**src/rtl/core/gta_pkg.sv**
```systemverilog
// Shared constants, types and the tanh segment table for the GELU activation pipeline.
package gta_pkg;

   localparam int DATA_WIDTH    = 16;
   localparam int FRAC_BITS     = 12;
   localparam int TANH_SEGMENTS = 64;
   localparam int SEG_BITS      = $clog2(TANH_SEGMENTS);

   // Internal magnitudes are unsigned Q24.
   localparam int IQ        = 24;
   localparam int SEG_SHIFT = 26;

   localparam int STAGES = 9;

   // Datapath widths, sized from the largest clamped magnitude of 8.0.
   localparam int MAG_W   = DATA_WIDTH;
   localparam int A_W     = IQ + 4;
   localparam int SQ_W    = 31;
   localparam int CUBE_W  = 34;
   localparam int C_W     = 30;
   localparam int SUM_W   = 31;
   localparam int U_W     = 29;
   localparam int TAB_W   = IQ + 1;
   localparam int R_W     = SEG_SHIFT;
   localparam int F_W     = IQ + 2;
   localparam int PROD_W  = MAG_W + F_W;
   localparam int YMAG_W  = PROD_W - (IQ + 1);

   localparam int CUBE_COEF_W = 20;
   localparam int SQRT_COEF_W = 24;
   localparam logic [CUBE_COEF_W-1:0] CUBE_COEF      = CUBE_COEF_W'(750193);
   localparam logic [SQRT_COEF_W-1:0] SQRT_2_OVER_PI = SQRT_COEF_W'(13386282);

   localparam logic [MAG_W-1:0]  MAG_LIMIT = MAG_W'(8 << FRAC_BITS);
   localparam logic [TAB_W-1:0]  ONE_IQ    = TAB_W'(1) << IQ;
   localparam logic [YMAG_W-1:0] MAX_POS   = YMAG_W'((1 << (DATA_WIDTH - 1)) - 1);
   localparam logic [YMAG_W-1:0] MAX_NEG   = YMAG_W'(1 << (DATA_WIDTH - 1));

   localparam logic [63:0] ONE_Q30 = 64'd1 << 30;

   typedef logic [TANH_SEGMENTS:0][TAB_W-1:0] tanh_tab_type;

   typedef struct packed {
      logic [STAGES-1:0] valid;
      logic [STAGES-1:0] load;
   } pipe_ctrl_type;

   // Unsigned long division used while the table is built; it is only ever evaluated at
   // elaboration.
   function automatic logic [63:0] const_div(input logic [63:0] num, input logic [63:0] den);
      logic [63:0] quo;
      logic [64:0] rem;
      quo = '0;
      rem = '0;
      for (int b = 63; b >= 0; b--) begin
         rem = {rem[63:0], num[b]};
         if (rem >= {1'b0, den}) begin
            rem    = rem - {1'b0, den};
            quo[b] = 1'b1;
         end
      end
      return quo;
   endfunction

   // Builds the segment end points of tanh on [0,4] in Q24 at elaboration. The exponential
   // is a short series on one sixteenth of the argument, squared four times.
   function automatic tanh_tab_type build_tanh_tab();
      tanh_tab_type tab;
      logic [63:0]  r;
      logic [63:0]  term;
      logic [63:0]  e;
      logic [63:0]  d;
      longint       sum;
      for (int k = 0; k <= TANH_SEGMENTS; k++) begin
         // The segment count is a power of two, so scaling by it and by sixteen is a shift.
         r    = (64'(8 * k) << 30) >> (SEG_BITS + 4);
         term = ONE_Q30;
         sum  = longint'(ONE_Q30);
         for (int n = 1; n <= 12; n++) begin
            term = const_div((term * r) >> 30, 64'(n));
            if ((n & 1) != 0) begin
               sum = sum - longint'(term);
            end else begin
               sum = sum + longint'(term);
            end
         end
         e = (sum < 0) ? 64'd0 : 64'(sum);
         if (e > ONE_Q30) begin
            e = ONE_Q30;
         end
         for (int n = 0; n < 4; n++) begin
            e = (e * e + (ONE_Q30 >> 1)) >> 30;
         end
         if (e > ONE_Q30) begin
            e = ONE_Q30;
         end
         d      = ONE_Q30 + e;
         tab[k] = TAB_W'(const_div(((ONE_Q30 - e) << IQ) + (d >> 1), d));
      end
      return tab;
   endfunction

   localparam tanh_tab_type TANH_TAB = build_tanh_tab();

endpackage

```
**src/rtl/core/gta_pipe_ctrl.sv**
```systemverilog
// Valid bits and per-stage load enables for the elastic GELU pipeline.
module gta_pipe_ctrl (
   input  logic                   clock,
   input  logic                   reset,
   input  logic                   req_valid,
   output logic                   req_stall,
   input  logic                   rsp_stall,
   output gta_pkg::pipe_ctrl_type ctrl
);

   logic [gta_pkg::STAGES-1:0] valid_ff;
   logic [gta_pkg::STAGES-1:0] valid_in;
   logic [gta_pkg::STAGES-1:0] load;

   // A stage may load when it is empty or its beat moves on; bubbles close up this way.
   always_comb begin
      load[gta_pkg::STAGES-1] = !valid_ff[gta_pkg::STAGES-1] || !rsp_stall;
      for (int k = gta_pkg::STAGES - 2; k >= 0; k--) begin
         load[k] = !valid_ff[k] || load[k+1];
      end
   end

   always_comb begin
      valid_in[0] = load[0] ? req_valid : valid_ff[0];
      for (int k = 1; k < gta_pkg::STAGES; k++) begin
         valid_in[k] = load[k] ? valid_ff[k-1] : valid_ff[k];
      end
   end

   always_ff @(posedge clock) begin
      if (reset) begin
         valid_ff <= '0;
      end else begin
         valid_ff <= valid_in;
      end
   end

   assign req_stall  = !load[0];
   assign ctrl.valid = valid_ff;
   assign ctrl.load  = load;

endmodule

```
**config.mk**
```make
export PLATFORM = sky130hd
export DESIGN_NAME = gta_pipe_ctrl
export DESIGN_NICKNAME = d
export VERILOG_FILES = /design/src/rtl/core/gta_pkg.sv /design/src/rtl/core/gta_pipe_ctrl.sv
export SDC_FILE = /design/constraint.sdc
export NUM_CORES = 1
export LEC_CHECK = 0
export BUFFER_PORTS_ARGS = -buffer_cell sky130_fd_sc_hd__buf_2
export CAP_MARGIN = 20
export CORE_AREA = 8 8 45 47
export DETAILED_ROUTE_END_ITERATION = 6
export DIE_AREA = 0 0 53 55
export GPL_ROUTABILITY_DRIVEN = 0
export PLACE_DENSITY = 0.67
export SYNTH_ARGS = -nofsm -noshare
export SYNTH_HDL_FRONTEND = slang
export SYNTH_SLANG_ARGS = --single-unit
```
**constraint.sdc**
```tcl
create_clock -name clock -period 1.2 [get_ports clock]
set_input_delay 0.06 -clock clock [delete_from_list [all_inputs] [get_ports clock]]
set_output_delay 0.06 -clock clock [all_outputs]
set_load 0.05 [all_outputs]
```
==> impl_metrics.toml, run 1 <==
[critical_path]
cp_slowest_stage_delay_ns = 0.34
path_class = "flop to output port"
cp_cell_sequence = "and3_4, nand4_4, clkinvlp_4, buf_8"
critPathMaxFanout = 3
critPathArrivalTime_ns = 1.23
cp_num_buf_inv = 2
critical-path-slowest-cell = "sky130_fd_sc_hd__dfxtp_4"
cp-start-kind = "flop"
worst_setup_path_end_kind = "output port"
crit_family = "simple AND/OR/NAND/NOR gates"
timing.critical_path.required_ns = 1.14

[die]
start_util_pct = 29.7
floorplan.die.width_um = 53
io_pins = 23
fp.dieArea_um2 = 2920
floorplan.core_area_um2 = 1380
die_height_um = 55
fp-row-count = 14

[layout]
fin_util_pct = 57.6
antenna_cells_inserted = 0
register_with_the_highest_flop_count = "valid_ff"
layout.filler_cells = 132
max_ffs_per_register = 9
post-route-cell-area_um2 = 797
fraction_of_final_layout_cells_sized_beyond_drive_strength_1_pct = 75.0
layout.nets = 85
biggest_regs = "valid_ff: 9 flops"
syn_to_final_growth_pct = 93.6

[yosys]
yosysTopAreaCell = "sky130_fd_sc_hd__dfxtp_1"
syn-num-nets = 48
yosysMostFrequentCell = "sky130_fd_sc_hd__dfxtp_1"
syn_avg_cell_area_um2 = 9.36
syn_area_um2 = 412
synth-edff-count = 0
synth_ff_type = "sky130_fd_sc_hd__dfxtp_1"
synth-warning-count = 0
synth.cells.most_frequent = "sky130_fd_sc_hd__dfxtp_1, sky130_fd_sc_hd__inv_1, sky130_fd_sc_hd__a21oi_1, sky130_fd_sc_hd__nor2_1, sky130_fd_sc_hd__nand2_1"
post-synth-top-area-fraction_pct = 43.8
synth_instances = 44
ys_ff_latch = 9
synth-async-reset-ratio_pct = 0
yosysSeqAreaShare_pct = 43.8
ranking_of_synthesized_cells_by_area = "sky130_fd_sc_hd__dfxtp_1, sky130_fd_sc_hd__nand4_4, sky130_fd_sc_hd__a21oi_1"
synth.lib_cells_used.distinct = 15

[sta]
hold_viol_final = 0
timing.final.crit_share_pct = 108
max_clock_freq_mhz = 775
worst-slew-pin-transition_ns = 0.262
fin_worst_hold_slack_ns = 0.0376
final_max_slew_viol_count = 0
final.setup_skew_ns = 0.00511
post_route_setup_slack_ns = -0.0911
fin_crit_ns = 1.29
max_slew_margin_pct = 82.7
setup_repair_after_global_routing_missed_its_margin = "yes"
setup_viol = 8

[power]
power_leakage_uw = 0.000379
power.density_nw_per_um2 = 715
worst_ir_drop_vdd_mv = 0.488

[routing]
detail_route.wl_per_cell_um = 13.5
drt-vias-per-instance = 4.52
postRouteWirelength_mm = 1.30
postRouteAntennaNets = 0
drc_errors = 0
dr_total_vias = 434
dr.first_iter.drc_count = 4
detail_route.first_pass.iterations = 4

[global_route]
grt-ovfl-total = 0
grt.total_usage_pct = 9.26
number_of_global_route_vias_before_repair = 476
grt_max_degree = 10
number_of_antenna_violations_at_the_first_check_in_global_routing = 0
grt_pass1_wl_mm = 2.01

[clocking]
max-clock-path-buffers = 2
tritoncts.num_buffers = 3
post_cts_hold_buffer_count = 0
sinks_on_the_clock_net = 9
clk_latency_ns = 0.26
path_clk_slew_ns = 0.06
cts_tree = "yes"
cts_h_tree_lvls = 1
root_buffer = "sky130_fd_sc_hd__clkbuf_4"

[place]
buffer_ports.inserted = 22
dpl.hpwl_um = 919
post_dp_cell_area_um2 = 598

[hold_path]
min_path_type = "input pin to flop"

[outcome]
run_status = "finished with violations"
violations = "negative setup slack"

[job]
cap_viol_max_count = 0
metal layers:
layer	part of all wire [%]	track usage (%)	vias to the layer above
met3	11	4.28	5
met4	2.4	3.88	0
met1	35	8.10	191
li1	-	-	218
met2	51	17.8	20
met5	0	0	-
power by group:
part           internal (uW)  switching [uW]  total [uW]
registers                292            4.54         297
logic                   11.7            33.3        45.0
clock network            128             100         228
total                    432             138         570
layout make-up:
cell class	count	area, um^2	share of cell area, %
well taps	16	20.0	2.51
multi-input cells	24	213	26.7
inverters	8	33.8	4.24
flip-flops and latches	9	206	25.9
repair buffers	35	298	37.4
clock buffers	4	26.3	3.30
logic make-up (layout without fill, tap and decap cells):
kind of cell / after synthesis / count (layout) / share of synthesized area [%]
AND/OR/NAND/NOR: 16 / 16 / 31.9
buffers and inverters: 11 / 47 / 12.8
flip-flops: 9 / 9 / 43.8
AO/OA/AOI/OAI: 8 / 8 / 11.6
final timing paths:
kind,from,endpoint,slack [ns],cells past startpoint
setup / recovery,valid_ff[3]$_SDFFE_PP0P_,req_stall,-0.09,4
hold / removal,req_valid,valid_ff[0]$_SDFFE_PP0P_,0.04,3
setup reg to reg,valid_ff[3]$_SDFFE_PP0P_,valid_ff[0]$_SDFFE_PP0P_,0.02,5
hold reg to reg,valid_ff[0]$_SDFFE_PP0P_,valid_ff[1]$_SDFFE_PP0P_,0.45,2
cells in the final DEF, fill, tap and decap left out:
cell,instances
sky130_fd_sc_hd__dfxtp_4,6
sky130_fd_sc_hd__a21oi_1,6
sky130_fd_sc_hd__and3_4,2
sky130_fd_sc_hd__a21oi_2,2
sky130_fd_sc_hd__buf_4,9
sky130_fd_sc_hd__nand3_4,2
sky130_fd_sc_hd__nand4_4,3
sky130_fd_sc_hd__dfxtp_2,3
sky130_fd_sc_hd__clkbuf_1,1
sky130_fd_sc_hd__nand2_1,2
sky130_fd_sc_hd__buf_2,13
sky130_fd_sc_hd__inv_1,6
sky130_fd_sc_hd__buf_6,8
sky130_fd_sc_hd__and2_1,1
sky130_fd_sc_hd__buf_8,5
sky130_fd_sc_hd__and2_4,1
sky130_fd_sc_hd__nand2_2,1
sky130_fd_sc_hd__nor2_1,4
sky130_fd_sc_hd__clkbuf_4,3
sky130_fd_sc_hd__inv_2,1
sky130_fd_sc_hd__clkinvlp_4,1
through the flow:
stage          power [uW]  cells  setup TNS (ns)  setup slack (ns)
2_1_floorplan         334     44          -0.657            -0.195
3_3_place_gp          347     84               0            0.0620
3_5_place_dp          347     84               0            0.0361
4_1_cts               572     95          -0.319           -0.0715
5_1_grt               591     96          -0.749            -0.121
6_report              570     96          -0.373           -0.0911
repair_timing:
| action | in CTS | in global routing |
|---|---|---|
| setup buffers | 7 | 1 |
| resized for setup | 32 | 1 |
| pin swaps | 7 | 2 |
| endpoints found under the setup margin | 9 | 9 |
worst min-delay path: stages:
cell and delay (ns):
sky130_fd_sc_hd__buf_2 0.09, sky130_fd_sc_hd__inv_1 0.05, sky130_fd_sc_hd__a21oi_2 0.05
Note: power is estimated with default switching activity, not from simulation.
==> run 2: changes to the inputs <==
- ABC_AREA: not set -> 1
- PLACE_DENSITY: 0.67 -> 0.63
==> impl_metrics.toml, run 2 <==
[outcome]
run_status = "finished with violations"
violations = "negative setup slack"

[critical_path]
cp-start-kind = "flop"
reg2reg_to = "valid_ff[0]$_SDFFE_PP0P_"
worst_setup_path_end_kind = "output port"
critPathArrivalTime_ns = 1.41
path_class = "flop to output port"
rr_startpoint = "valid_ff[8]$_SDFFE_PP0P_"
critPathMaxFanout = 3
worst-r2r-setup-slack_ns = -0.22
timing.critical_path.required_ns = 1.14
worstRegToRegCells = 9

[yosys]
post_synth_fa_ha_maj_area_fraction_pct = 0
synth.lib_cells_used.distinct = 12
synth_instances = 41
post_synth_xor_area_fraction_pct = 0
syn-num-nets = 45
synth_compound_gate_area_share_pct = 13.1
synthSimpleGateAreaFrac_pct = 23.8
synth-async-reset-ratio_pct = 0
yosysSeqAreaShare_pct = 49.7
ranking_of_synthesized_cells_by_area = "sky130_fd_sc_hd__dfxtp_1, sky130_fd_sc_hd__inv_1, sky130_fd_sc_hd__a21oi_1"
yosysMostFrequentCell = "sky130_fd_sc_hd__inv_1"
synth-warning-count = 0
yosysTopAreaCell = "sky130_fd_sc_hd__dfxtp_1"
synth.cells.most_frequent = "sky130_fd_sc_hd__inv_1, sky130_fd_sc_hd__dfxtp_1, sky130_fd_sc_hd__a21oi_1, sky130_fd_sc_hd__nor2_1"
post-synth-top-area-fraction_pct = 49.7
syn_area_um2 = 363
syn_avg_cell_area_um2 = 8.85
ys_ff_latch = 9
synth-edff-count = 0
main_combinational_cell_family_by_area_after_synthesis = "simple AND/OR/NAND/NOR gates"
synthMuxAreaShare_pct = 0
synth_ff_type = "sky130_fd_sc_hd__dfxtp_1"

[power]
total_power_uw = 588
power.density_nw_per_um2 = 781
worst_ir_drop_vdd_mv = 0.367
power_leakage_uw = 0.000333

[clocking]
cts_h_tree_lvls = 1
clk_latency_ns = 0.26
max-clock-path-buffers = 2
cts_tree = "yes"
sinks_on_the_clock_net = 9
tritoncts.num_buffers = 3
post_cts_hold_buffer_count = 0
root_buffer = "sky130_fd_sc_hd__clkbuf_4"
path_clk_slew_ns = 0.06

[job]
cap_viol_max_count = 0

[global_route]
grt-ovfl-total = 0
global_route.usage.met2_pct = 14.1
globalRouteMet1Util_pct = 8.87
grt_pass1_wl_mm = 1.79
grt-busiest-layer = "met2"
number_of_antenna_violations_at_the_first_check_in_global_routing = 0
number_of_global_route_vias_before_repair = 414
grt_max_degree = 10
grt.total_usage_pct = 8.21
globalRouteMet3Util_pct = 1.34

[sta]
timing.final.crit_share_pct = 123
fin_crit_ns = 1.47
finalSetupTns_ns = -2.12
setup_repair_after_global_routing_missed_its_margin = "yes"
final_max_slew_viol_count = 0
worst-slew-pin-transition_ns = 0.280
setup_viol = 11
hold_viol_final = 0
max_slew_margin_pct = 81.3
final.setup_skew_ns = 0.00108
post_route_setup_slack_ns = -0.270
max_clock_freq_mhz = 680

[hold_path]
holdPathEnd = "valid_ff[0]$_SDFFE_PP0P_"
min_path_type = "input pin to flop"
timing.hold.worst.start = "req_valid"
min_delay_path_depth = 3

[layout]
register_with_the_highest_flop_count = "valid_ff"
biggest_regs = "valid_ff: 9 flops"
mostFrequentLayoutCells = "sky130_fd_sc_hd__buf_2, sky130_fd_sc_hd__buf_6, sky130_fd_sc_hd__inv_1, sky130_fd_sc_hd__buf_4"
layout.filler_cells = 121
fraction_of_final_layout_cells_sized_beyond_drive_strength_1_pct = 76.6
syn_to_final_growth_pct = 108
fin_util_pct = 54.4
final-seq-area_um2 = 191
multi_input_comb_area_um2 = 189
antenna_cells_inserted = 0
layout.nets = 82
most_common_cell_after_layout_fill_and_taps_aside = "sky130_fd_sc_hd__buf_2"
max_ffs_per_register = 9

[routing]
postRouteWirelength_mm = 1.15
detail_route.first_pass.iterations = 2
dr_total_vias = 387
postRouteAntennaNets = 0
drt-vias-per-instance = 4.16
detail_route.wl_per_cell_um = 12.4
drc_errors = 0
dr.first_iter.drc_count = 4

[place]
dpl.hpwl_um = 750
detailedPlace.worstSlack_ns = -0.0761
buffer_ports.inserted = 22

[die]
io_pins = 23
floorplan.core_area_um2 = 1380
start_util_pct = 26.2
fp.dieArea_um2 = 2920
die_height_um = 55
fp-row-count = 14
floorplan.die.width_um = 53
-- run 2: cell type report --
cell class / count / share of cell area [%]
Clock buffer: 4 / 3.49
Inverter: 12 / 6.81
Multi-Input combinational cell: 19 / 25.1
Sequential cell: 9 / 25.4
Tap cell: 16 / 2.66
Timing Repair Buffer: 33 / 36.5
-- run 2: worst max path at each step --
stage / from / endpoint / slack, ns / cells past startpoint
global route: valid_ff[8]$_SDFFE_PP0P_ / ctrl[1] / -0.36 / 7
detailed placement: valid_ff[7]$_SDFFE_PP0P_ / req_stall / -0.08 / 7
finish: valid_ff[8]$_SDFFE_PP0P_ / ctrl[1] / -0.27 / 7
CTS: valid_ff[8]$_SDFFE_PP0P_ / req_stall / -0.26 / 7
floorplan: valid_ff[8]$_SDFFE_PP0P_ / req_stall / -0.62 / 6
global placement: valid_ff[8]$_SDFFE_PP0P_ / req_stall / -0.06 / 7
-- run 2: kinds of logic (layout without fill, tap and decap cells) --
logic type | after synthesis | after routing
and+or+nand+nor | 11 | 11
AOI/OAI and AO/OA | 8 | 8
buffers and inverters | 13 | 49
DFF | 9 | 9
-- run 2: repair_timing --
| item | CTS | global route |
|---|---|---|
| endpoints found under the setup margin | 9 | 14 |
| pin swaps | 4 | 5 |
| buffers inserted | 4 | 6 |
| gates resized for setup | 24 | 10 |
-- run 2: power breakdown --
part / switching, uW / internal (uW) / total [uW]
Sequential: 7.84 / 300 / 307
Combinational: 34.1 / 10.7 / 44.9
Clock: 107 / 128 / 236
Total: 149 / 439 / 588
-- run 2: layer usage --
layer,share of wire [%],wire length [um],vias to the layer above
li1,-,-,195
met1,36,419,178
met2,54,620,12
met3,7.5,86,2
met4,2.0,23,0
met5,0,0,-
-- run 2: per-stage QoR --
stage	hold slack, ns	std cells	cell area [um^2]
6_report	0.0371	93	753
5_1_grt	0.0450	93	753
4_1_cts	0.0388	89	694
3_5_place_dp	0.317	81	559
3_3_place_gp	0.311	81	559
2_1_floorplan	0.194	41	410
-- run 2: worst max-delay path, cell delays in order (launching register included) --
cell and delay (ns):
sky130_fd_sc_hd__dfxtp_4 0.37, sky130_fd_sc_hd__nand2_8 0.05, sky130_fd_sc_hd__nor2_4 0.10, sky130_fd_sc_hd__nand4_4 0.10, sky130_fd_sc_hd__nor2_4 0.15, sky130_fd_sc_hd__buf_6 0.14, sky130_fd_sc_hd__nand3_4 0.07, sky130_fd_sc_hd__buf_8 0.17
